[src/rtl/ggdt_pkg.sv]
// Shared types, constants and helpers for the generation-guarded deadline timers.
// Used by ggdt_ctrl, ggdt_dp and generation_guarded_deadline_timers.
// No dependencies.
package ggdt_pkg;

    // Slot counts; both fit the 3-bit owner field (1..8 and 0..8)
    localparam int OWNER_SLOTS      = 5;
    localparam int GENERATION_SLOTS = 4;

    // Longest accepted schedule delay
    localparam logic [31:0] MAX_DELAY_MS = 32'h7fff_ffff;

    // Request type codes as carried on the input channel
    typedef enum logic [2:0] {
        REQ_SCHEDULE = 3'd0,
        REQ_CANCEL   = 3'd1,
        REQ_CLEAR    = 3'd2,
        REQ_NEXT     = 3'd3,
        REQ_TAKE_DUE = 3'd4
    } t_req;

    // Result status codes
    typedef enum logic [2:0] {
        ST_OK       = 3'd0,
        ST_INVALID  = 3'd1,
        ST_STALE    = 3'd2,
        ST_MISMATCH = 3'd3,
        ST_NONE     = 3'd4
    } t_status;

    // Decoded operation of the latched request
    typedef enum logic [2:0] {
        OP_SCHED,
        OP_CANCEL,
        OP_CLEAR,
        OP_NEXT,
        OP_TAKE,
        OP_BAD
    } t_op;

    // Controller states
    typedef enum logic [3:0] {
        S_IDLE,
        S_DISPATCH,
        S_SCAN,
        S_SCHED_GEN,
        S_SCHED_DUE,
        S_SINGLE,
        S_RESULT,
        S_DUE_APPLY,
        S_DUE_EMIT
    } t_state;

    // Controller to datapath commands
    typedef struct packed {
        logic load;
        logic scan_step;
        logic sched_gen;
        logic sched_due;
        logic single_op;
        logic due_apply;
        logic emit_single;
        logic emit_event;
        logic skip;
    } t_cmd;

    // Datapath to controller status
    typedef struct packed {
        t_op  op;
        logic scan_last;
        logic mask_empty;
        logic rest_hit;
        logic rest_last;
        logic out_free;
    } t_stat;

    // Owners below GENERATION_SLOTS keep a generation cursor
    function automatic logic has_cursor(input logic [2:0] owner);
        return {1'b0, owner} < 4'(GENERATION_SLOTS);
    endfunction

endpackage

[src/rtl/ggdt_ctrl.sv]
// Sequencer for the deadline timers: walks each request through its steps.
// Depends on ggdt_pkg; drives ggdt_dp through t_cmd and reads t_stat.
module ggdt_ctrl
    import ggdt_pkg::*;
(
    input  logic  i_clk,
    input  logic  i_rst_n,
    input  logic  i_valid,
    output logic  o_ready,
    input  t_stat i_stat,
    output t_cmd  o_cmd
);

    t_state r_state;
    t_state n_state;

    // State register
    always_ff @(posedge i_clk) begin
        if (!i_rst_n) begin
            r_state <= S_IDLE;
        end else begin
            r_state <= n_state;
        end
    end

    // Next state
    always_comb begin
        n_state = r_state;
        unique case (r_state)
            S_IDLE: begin
                if (i_valid) n_state = S_DISPATCH;
            end
            S_DISPATCH: begin
                unique case (i_stat.op)
                    OP_NEXT, OP_TAKE: n_state = S_SCAN;
                    OP_SCHED:         n_state = S_SCHED_GEN;
                    default:          n_state = S_SINGLE;
                endcase
            end
            S_SCAN: begin
                if (i_stat.scan_last) begin
                    n_state = (i_stat.op == OP_TAKE) ? S_DUE_APPLY : S_RESULT;
                end
            end
            S_SCHED_GEN: n_state = S_SCHED_DUE;
            S_SCHED_DUE: n_state = S_RESULT;
            S_SINGLE:    n_state = S_RESULT;
            S_RESULT: begin
                if (i_stat.out_free) n_state = S_IDLE;
            end
            S_DUE_APPLY: begin
                n_state = i_stat.mask_empty ? S_RESULT : S_DUE_EMIT;
            end
            S_DUE_EMIT: begin
                if (i_stat.rest_hit && i_stat.out_free && i_stat.rest_last) begin
                    n_state = S_IDLE;
                end
            end
            default: n_state = S_IDLE;
        endcase
    end

    // Outputs
    always_comb begin
        o_cmd   = '0;
        o_ready = 1'b0;
        unique case (r_state)
            S_IDLE: begin
                o_ready    = 1'b1;
                o_cmd.load = i_valid;
            end
            S_DISPATCH:  ;
            S_SCAN:      o_cmd.scan_step = 1'b1;
            S_SCHED_GEN: o_cmd.sched_gen = 1'b1;
            S_SCHED_DUE: o_cmd.sched_due = 1'b1;
            S_SINGLE:    o_cmd.single_op = 1'b1;
            S_RESULT:    o_cmd.emit_single = i_stat.out_free;
            S_DUE_APPLY: o_cmd.due_apply = 1'b1;
            S_DUE_EMIT: begin
                o_cmd.emit_event = i_stat.rest_hit && i_stat.out_free;
                o_cmd.skip       = !i_stat.rest_hit;
            end
            default: ;
        endcase
    end

    // A result is loaded only into a free output register
    a_emit_free: assert property (@(posedge i_clk) disable iff (!i_rst_n)
        (o_cmd.emit_single || o_cmd.emit_event) |-> i_stat.out_free)
        else $error("result loaded over an untaken result");

    // Take-due with an empty mask reports exactly one single result
    a_empty_take: assert property (@(posedge i_clk) disable iff (!i_rst_n)
        (r_state == S_DUE_APPLY && i_stat.mask_empty) |=> r_state == S_RESULT)
        else $error("empty take-due did not go to single result");

    // Every event step either emits, skips or waits for the output
    a_emit_step: assert property (@(posedge i_clk) disable iff (!i_rst_n)
        (r_state == S_DUE_EMIT && !i_stat.rest_hit) |=> r_state == S_DUE_EMIT)
        else $error("event emission left early");

endmodule

[src/rtl/ggdt_dp.sv]
// Datapath of the deadline timers: timer state, slot scan and output register.
// Depends on ggdt_pkg; commanded by ggdt_ctrl.
module ggdt_dp
    import ggdt_pkg::*;
(
    input  logic        i_clk,
    input  logic        i_rst_n,
    input  t_cmd        i_cmd,
    output t_stat       o_stat,
    input  logic [2:0]  i_req_type,
    input  logic [2:0]  i_owner,
    input  logic [63:0] i_generation,
    input  logic [31:0] i_now_ms,
    input  logic [31:0] i_delay_ms,
    output logic        o_valid,
    input  logic        i_ready,
    output logic [2:0]  o_status,
    output logic        o_found,
    output logic [31:0] o_next_delay_ms,
    output logic [7:0]  o_expired_mask,
    output logic        o_event_valid,
    output logic [2:0]  o_event_owner,
    output logic [63:0] o_event_generation,
    output logic        o_last
);

    // Latched request
    t_op         r_op;
    logic [2:0]  r_idx;
    logic [63:0] r_gen;
    logic [31:0] r_now;
    logic [31:0] r_delay;

    // Per-request working registers
    t_status     r_stat;
    logic        r_stop;
    logic        r_found;
    logic [31:0] r_best;
    logic [7:0]  r_mask;
    logic [7:0]  r_rest;

    // Timer state
    logic [7:0]  r_pending;
    logic [31:0] r_due    [8];
    logic [63:0] r_cursor [8];

    // Output register
    logic        r_out_valid;
    t_status     r_out_status;
    logic        r_out_found;
    logic [31:0] r_out_next;
    logic [7:0]  r_out_mask;
    logic        r_out_ev;
    logic [2:0]  r_out_owner;
    logic [63:0] r_out_gen;
    logic        r_out_last;

    logic        owner_ok;
    t_op         load_op;
    logic        hc;
    logic [63:0] cur_sel;
    logic [31:0] due_sel;
    logic        pend_sel;
    logic [31:0] diff;
    logic        is_due_sel;
    logic [31:0] rem;
    logic [7:0]  idx_bit;
    logic        out_free;
    t_status     single_status;

    // Request decode at acceptance
    always_comb begin
        owner_ok = {1'b0, i_owner} < 4'(OWNER_SLOTS);
        load_op  = OP_BAD;
        priority if (i_req_type == REQ_NEXT)                  load_op = OP_NEXT;
        else if (i_req_type == REQ_TAKE_DUE)                  load_op = OP_TAKE;
        else if (i_req_type == REQ_SCHEDULE && owner_ok)      load_op = OP_SCHED;
        else if (i_req_type == REQ_CANCEL && owner_ok)        load_op = OP_CANCEL;
        else if (i_req_type == REQ_CLEAR && owner_ok)         load_op = OP_CLEAR;
        else                                                  load_op = OP_BAD;
    end

    // Slot read at the current index; remaining delay is zero once due
    always_comb begin
        hc         = has_cursor(r_idx);
        cur_sel    = hc ? r_cursor[r_idx] : '0;
        due_sel    = r_due[r_idx];
        pend_sel   = r_pending[r_idx];
        diff       = r_now - due_sel;
        is_due_sel = !diff[31];
        rem        = is_due_sel ? '0 : (due_sel - r_now);
        idx_bit    = 8'(1) << r_idx;
        out_free   = !r_out_valid || i_ready;
    end

    // Status of a single-result request
    always_comb begin
        unique case (r_op)
            OP_NEXT: single_status = r_found ? ST_OK : ST_NONE;
            OP_TAKE: single_status = ST_NONE;
            default: single_status = r_stat;
        endcase
    end

    // Request and scan registers
    always_ff @(posedge i_clk) begin
        if (i_cmd.load) begin
            r_op    <= load_op;
            r_idx   <= (load_op == OP_NEXT || load_op == OP_TAKE) ? 3'd0 : i_owner;
            r_gen   <= i_generation;
            r_now   <= i_now_ms;
            r_delay <= i_delay_ms;
            r_found <= 1'b0;
            r_best  <= '0;
            r_mask  <= '0;
            r_stop  <= 1'b0;
            r_stat  <= ST_INVALID;
        end else if (i_cmd.scan_step) begin
            if (r_op == OP_NEXT) begin
                if (pend_sel && (!r_found || rem < r_best)) begin
                    r_best  <= rem;
                    r_found <= 1'b1;
                end
            end else if (pend_sel && is_due_sel) begin
                r_mask <= r_mask | idx_bit;
            end
            r_idx <= r_idx + 3'd1;
        end else if (i_cmd.sched_gen) begin
            // Generation and delay checks
            if (r_delay > MAX_DELAY_MS) begin
                r_stat <= ST_INVALID;
                r_stop <= 1'b1;
            end else if (!hc && r_gen != '0) begin
                r_stat <= ST_INVALID;
                r_stop <= 1'b1;
            end else if (hc && (r_gen == '0 || r_gen < cur_sel)) begin
                r_stat <= ST_STALE;
                r_stop <= 1'b1;
            end else begin
                r_stat <= ST_OK;
                r_stop <= 1'b0;
            end
        end else if (i_cmd.sched_due) begin
            if (!r_stop && !(pend_sel && rem <= r_delay)) begin
                r_due[r_idx] <= r_now + r_delay;
            end
        end else if (i_cmd.single_op) begin
            unique case (r_op)
                OP_CANCEL: r_stat <= (r_gen != cur_sel) ? ST_MISMATCH : ST_OK;
                OP_CLEAR:  r_stat <= ST_OK;
                default:   r_stat <= ST_INVALID;
            endcase
        end else if (i_cmd.due_apply) begin
            r_rest <= r_mask;
            r_idx  <= '0;
        end else if (i_cmd.emit_event) begin
            r_rest <= r_rest & ~idx_bit;
            r_idx  <= r_idx + 3'd1;
        end else if (i_cmd.skip) begin
            r_idx <= r_idx + 3'd1;
        end
    end

    // Pending bits and generation cursors
    always_ff @(posedge i_clk) begin
        if (!i_rst_n) begin
            r_pending <= '0;
            for (int k = 0; k < 8; k++) begin
                r_cursor[k] <= '0;
            end
        end else if (i_cmd.sched_gen) begin
            if (r_delay <= MAX_DELAY_MS && hc && r_gen != '0 && r_gen >= cur_sel) begin
                if (r_gen > cur_sel) r_pending <= r_pending & ~idx_bit;
                r_cursor[r_idx] <= r_gen;
            end
        end else if (i_cmd.sched_due) begin
            if (!r_stop && !(pend_sel && rem <= r_delay)) begin
                r_pending <= r_pending | idx_bit;
            end
        end else if (i_cmd.single_op) begin
            if (r_op == OP_CLEAR || (r_op == OP_CANCEL && r_gen == cur_sel)) begin
                r_pending <= r_pending & ~idx_bit;
            end
        end else if (i_cmd.due_apply) begin
            r_pending <= r_pending & ~r_mask;
        end
    end

    // Output valid
    always_ff @(posedge i_clk) begin
        if (!i_rst_n) begin
            r_out_valid <= 1'b0;
        end else if (i_cmd.emit_single || i_cmd.emit_event) begin
            r_out_valid <= 1'b1;
        end else if (i_ready) begin
            r_out_valid <= 1'b0;
        end
    end

    // Output payload
    always_ff @(posedge i_clk) begin
        if (i_cmd.emit_single) begin
            r_out_status <= single_status;
            r_out_found  <= (r_op == OP_NEXT) && r_found;
            r_out_next   <= (r_op == OP_NEXT) ? r_best : '0;
            r_out_mask   <= '0;
            r_out_ev     <= 1'b0;
            r_out_owner  <= '0;
            r_out_gen    <= '0;
            r_out_last   <= 1'b1;
        end else if (i_cmd.emit_event) begin
            r_out_status <= ST_OK;
            r_out_found  <= 1'b0;
            r_out_next   <= '0;
            r_out_mask   <= r_mask;
            r_out_ev     <= 1'b1;
            r_out_owner  <= r_idx;
            r_out_gen    <= cur_sel;
            r_out_last   <= o_stat.rest_last;
        end
    end

    always_comb begin
        o_stat.op         = r_op;
        o_stat.scan_last  = r_idx == 3'(OWNER_SLOTS - 1);
        o_stat.mask_empty = r_mask == '0;
        o_stat.rest_hit   = r_rest[r_idx];
        o_stat.rest_last  = (r_rest & ~idx_bit) == '0;
        o_stat.out_free   = out_free;
    end

    assign o_valid            = r_out_valid;
    assign o_status           = r_out_status;
    assign o_found            = r_out_found;
    assign o_next_delay_ms    = r_out_next;
    assign o_expired_mask     = r_out_mask;
    assign o_event_valid      = r_out_ev;
    assign o_event_owner      = r_out_owner;
    assign o_event_generation = r_out_gen;
    assign o_last             = r_out_last;

    // Owners reported by take-due are no longer pending
    a_due_removed: assert property (@(posedge i_clk) disable iff (!i_rst_n)
        i_cmd.due_apply |=> (r_pending & r_rest) == '0)
        else $error("due owner still pending after removal");

    // An emitted event names an owner inside its own expired mask
    a_event_in_mask: assert property (@(posedge i_clk) disable iff (!i_rst_n)
        i_cmd.emit_event |=> o_event_valid && o_expired_mask[o_event_owner])
        else $error("event owner outside expired mask");

    // Best delay stays zero until a pending slot was found
    a_best_clean: assert property (@(posedge i_clk) disable iff (!i_rst_n)
        (i_cmd.scan_step && !r_found && !pend_sel) |=> !r_found && r_best == '0)
        else $error("next-delay scan updated without a pending slot");

endmodule

[src/rtl/generation_guarded_deadline_timers.sv]
// Top level of the generation-guarded deadline timers.
// Depends on ggdt_pkg, ggdt_ctrl and ggdt_dp.
//
// One request is taken at a time; o_ready is high only while the sequencer
// is idle, and a finished result sits in an output register so the next
// request can be taken while it waits. Schedule passes through decode,
// generation check, due-time update and result load before it can take the
// next request; cancel, clear and invalid requests pass through decode, the
// single operation and result load. Next-delay and take-due scan one owner
// slot per cycle through a single subtract-and-compare unit. When owners are
// due, take-due then walks the slots from owner 0 up to the highest due owner,
// one slot per cycle, emitting an event on each due slot and waiting on a due
// slot while the output register is still full. A stalled output also holds
// back the result load of every other request.
module generation_guarded_deadline_timers
    import ggdt_pkg::*;
(
    input  logic        i_clk,
    input  logic        i_rst_n,
    input  logic        i_valid,
    output logic        o_ready,
    input  logic [2:0]  i_req_type,
    input  logic [2:0]  i_owner,
    input  logic [63:0] i_generation,
    input  logic [31:0] i_now_ms,
    input  logic [31:0] i_delay_ms,
    output logic        o_valid,
    input  logic        i_ready,
    output logic [2:0]  o_status,
    output logic        o_found,
    output logic [31:0] o_next_delay_ms,
    output logic [7:0]  o_expired_mask,
    output logic        o_event_valid,
    output logic [2:0]  o_event_owner,
    output logic [63:0] o_event_generation,
    output logic        o_last
);

    t_cmd  cmd;
    t_stat stat;

    // Request sequencer
    ggdt_ctrl u_ctrl (
        .i_clk   (i_clk),
        .i_rst_n (i_rst_n),
        .i_valid (i_valid),
        .o_ready (o_ready),
        .i_stat  (stat),
        .o_cmd   (cmd)
    );

    // Timer state and result path
    ggdt_dp u_dp (
        .i_clk              (i_clk),
        .i_rst_n            (i_rst_n),
        .i_cmd              (cmd),
        .o_stat             (stat),
        .i_req_type         (i_req_type),
        .i_owner            (i_owner),
        .i_generation       (i_generation),
        .i_now_ms           (i_now_ms),
        .i_delay_ms         (i_delay_ms),
        .o_valid            (o_valid),
        .i_ready            (i_ready),
        .o_status           (o_status),
        .o_found            (o_found),
        .o_next_delay_ms    (o_next_delay_ms),
        .o_expired_mask     (o_expired_mask),
        .o_event_valid      (o_event_valid),
        .o_event_owner      (o_event_owner),
        .o_event_generation (o_event_generation),
        .o_last             (o_last)
    );

endmodule

[config.mk]
export PLATFORM = sky130hd
export DESIGN_NAME = generation_guarded_deadline_timers
export DESIGN_NICKNAME = d
export VERILOG_FILES = /design/src/rtl/ggdt_pkg.sv /design/src/rtl/ggdt_ctrl.sv /design/src/rtl/ggdt_dp.sv /design/src/rtl/generation_guarded_deadline_timers.sv
export SDC_FILE = /design/constraint.sdc
export NUM_CORES = 2
export LEC_CHECK = 0
export CAP_MARGIN = 20
export CORE_MARGIN = 8
export CORE_UTILIZATION = 48
export DETAILED_ROUTE_END_ITERATION = 12
export DONT_BUFFER_PORTS = 1
export PLACE_DENSITY_LB_ADDON = 0.2
export RECOVER_POWER = 25
export SLEW_MARGIN = 30
export SYNTH_ARGS = -nofsm -noshare
export SYNTH_HDL_FRONTEND = slang
export SYNTH_HIERARCHICAL = 1
export SYNTH_SLANG_ARGS = --single-unit
[constraint.sdc]
create_clock -name i_clk -period 11 [get_ports i_clk]
set_input_delay 1.65 -clock i_clk [delete_from_list [all_inputs] [get_ports i_clk]]
set_output_delay 1.65 -clock i_clk [all_outputs]
set_load 0.05 [all_outputs]
==> impl_metrics.ini <==
[run_status]
outcome = finished with violations
violations = max-capacitance violations, max-slew violations

[synthesis]
ys_types = 76
synth_flop_cell = edfxtp_1
synthArstFlopShare_pct = 0
synth-seq-cells = 1083
synth_area_um2 = 49700
syn_area_per_cell_um2 = 14.1
yosysSeqAreaShare_pct = 62.7
synthTopCellsByArea = edfxtp_1 57%, mux4_2 8.8%, ha_1 5.7%, dfxtp_1 5.5%, and2_1 3.3%
synth_warnings = 6
yosys.area.top_type = edfxtp_1
syn-instance-count = 3516
yosysTopAreaCellShare_pct = 57.2
synth_edf_count = 946

[finish]
finish.utilization_pct = 54.6
nets = 4135
drive_gt1_share_pct = 11.9
area_growth_pct = 13.2

[job]
drv_cap = 7

[timing]
report.final.setup_viol = 0
hold_viol_final = 0
worst_pin_slew_ns = 4.10
setup_ws_ns = 2.29
period_share_pct = 79.1
fin_tns_setup_ns = 0
fin_crit_ns = 8.71
rsz0062_at_grt = false
fmax_mhz = 115
slew_viol_final = 295
slew_headroom_pct = -174
fin_skew_ns = 0.0876
whs_ns = 0.470

[critical_path]
r2r_slack_ns = 2.29
cp-start-kind = register
arrival_ns = 9.05
worstPathRequired_ns = 11.34
worstSetupEndpointType = register
crit_type = register to register
path_max_fanout = 45
worst-r2r-cell-count = 24

[global_route]
overflow = 0
grt_pass1_vias = 28767
grt_max_degree = 150
grt_antenna_before_repair = 15
grt_usage_pct = 22.4
grt_pass1_wl_mm = 190

[pwr]
pwr-share-seq_pct = 35.5
pwr-share-comb_pct = 41.1
vdd_drop_max_mv = 0.256
power_switching_mw = 6.75
pwr-share-clk_pct = 23.4
p_per_area_nw_per_um2 = 304
p_int_mw = 10.3
p_leak_nw = 21.3
p_sw_share_pct = 39.5
power_mw = 17.1

[cts]
clkTransAtPathRegs_ns = 0.06
clock_sinks = 1083
cts_tree = done
hold_buffers = 0
postCtsSetupBuffers = 0
numCtsBuffers = 111
ctsResizeCount = 0
clk-insertion-delay-late_ns = 0.74
clk_path_buf_depth = 3
h-tree-depth = 3
root_buffer = clkbuf_16

[routing]
drtPass1Iterations = 5
drt_iter0_markers = 2635
wl_mm = 129
vias = 29250
routed_via_density = 5.56
drt.antenna.violating_nets = 0
wl_per_cell_um = 24.6
route.detailed.drc = 0

[placed_design]
pre_cts_slack_ns = 2.27
io_buffers = 0
place_hpwl_mm = 86.6
place_congestion = 0.901

[floorplanning]
die_y_um = 338
initial_core_util_pct = 48.2
num_rows = 118
ioPinCount = 253
die_w_um = 338
die_area_um2 = 114000
core_area_um2 = 103000

[min_path]
min_path_type = register to register
min_delay_path_depth = 2
==> registers in the layout, indices dropped and copies added (netlist names), 32 cells and up, named ones only <==
signal                   flops
u_dp/r_now                  32
u_dp/r_gen                  64
u_dp/r_cursor              512
u_dp/r_delay                32
u_dp/o_event_generation     64
u_dp/r_best                 32
u_dp/o_next_delay_ms        32
u_dp/r_due                 256
==> cells in the final DEF (no fill, tap or decap), types with 113 or more instances in the layout <==
| cell | count |
|---|---|
| a21oi_1 | 194 |
| and2_1 | 260 |
| clkbuf_16 | 113 |
| conb_1 | 256 |
| dfxtp_1 | 134 |
| edfxtp_1 | 946 |
| ha_1 | 225 |
| inv_1 | 241 |
| mux2i_1 | 123 |
| mux4_2 | 194 |
| nand2_1 | 148 |
| nor2_1 | 210 |
==> stage by stage <==
step	cells	instance area (µm²)
3_3_place_gp	5035	52300
6_report	5259	56300
5_1_grt	5250	56200
4_1_cts	5249	56300
3_5_place_dp	5037	52300
2_1_floorplan	3771	50700
==> layout make-up <==
cell class / count / area [µm²]
tap: 1380 / 1730
clock inverter: 70 / 871
inverter: 242 / 910
sequential: 1083 / 31200
antenna: 10 / 25.0
fill: 8504 / 46800
multi-input combinational: 2286 / 18100
clock buffer: 142 / 3080
timing repair buffer: 46 / 404
==> cell families after synthesis <==
| kind of cell | share of synthesized area, % |
|---|---|
| other | 0.00754 |
| adders and majority gates | 5.74 |
| buffers and inverters | 3.14 |
| muxes | 11.3 |
| AOI/OAI and AO/OA | 5.93 |
| DFF | 62.7 |
| and+or+nand+nor | 10.2 |
| xor gates and xnor gates | 0.949 |
==> path summary, 6_finish.rpt <==
path,startpoint,to
max reg2reg,register,u_dp/r_due[4][9]$_DFFE_PP_
max,register,u_dp/r_due[4][9]$_DFFE_PP_
min,u_dp/r_stat[1]$_SDFFE_PP0P_,u_dp/r_stat[1]$_SDFFE_PP0P_
min reg2reg,u_dp/r_stat[1]$_SDFFE_PP0P_,u_dp/r_stat[1]$_SDFFE_PP0P_
==> Yosys cell counts (all sizes together), types with 81 or more instances <==
cell type,count
inv,242
a21oi,194
nor2,214
a21o,81
ha,225
edfxtp,946
mux2i,123
mux4,194
clkbuf,102
dfxtp,137
nand2b,83
nand2,148
and2,261
==> critical path, stage by stage (launching register included) <==
cell,delay (ns)
dfxtp_4,0.93
buf_4,0.47
mux4_2,0.54
mux2i_1,0.19
inv_1,0.07
ha_1,0.40
nand4_1,0.18
nor2_1,0.18
nor2_1,0.07
nor4_2,0.37
o31ai_4,0.19
xnor2_4,0.76
buf_4,0.39
nor2_1,0.11
ha_1,0.31
nand4_1,0.15
or2_2,0.32
o221ai_1,0.28
nor4_1,0.11
o32ai_1,0.34
a2bb2oi_1,0.16
o31ai_4,0.47
nand2_1,0.30
nor3_2,0.51
buf_4,0.50
==> power groups by stage <==
stage | registers, mW | clock network (mW) | logic (mW)
2_1_floorplan | 5.81 | 0 | 5.13
3_3_place_gp | 6.16 | 0 | 6.95
3_5_place_dp | 6.16 | 0 | 6.99
4_1_cts | 6.08 | 4.09 | 7.03
5_1_grt | 6.13 | 4.24 | 7.80
6_report | 6.07 | 4.00 | 7.02
==> routing by layer <==
| layer | part of all wire [%] | track usage (%) | up-vias |
|---|---|---|---|
| met5 | 0.015 | 0 | - |
| met4 | 2.8 | 6.89 | 4 |
| met3 | 8.8 | 5.76 | 189 |
| met2 | 45 | 33.8 | 1020 |
| met1 | 44 | 32.0 | 14655 |
| li1 | - | - | 13382 |
Power figures use the tool's default switching activity.
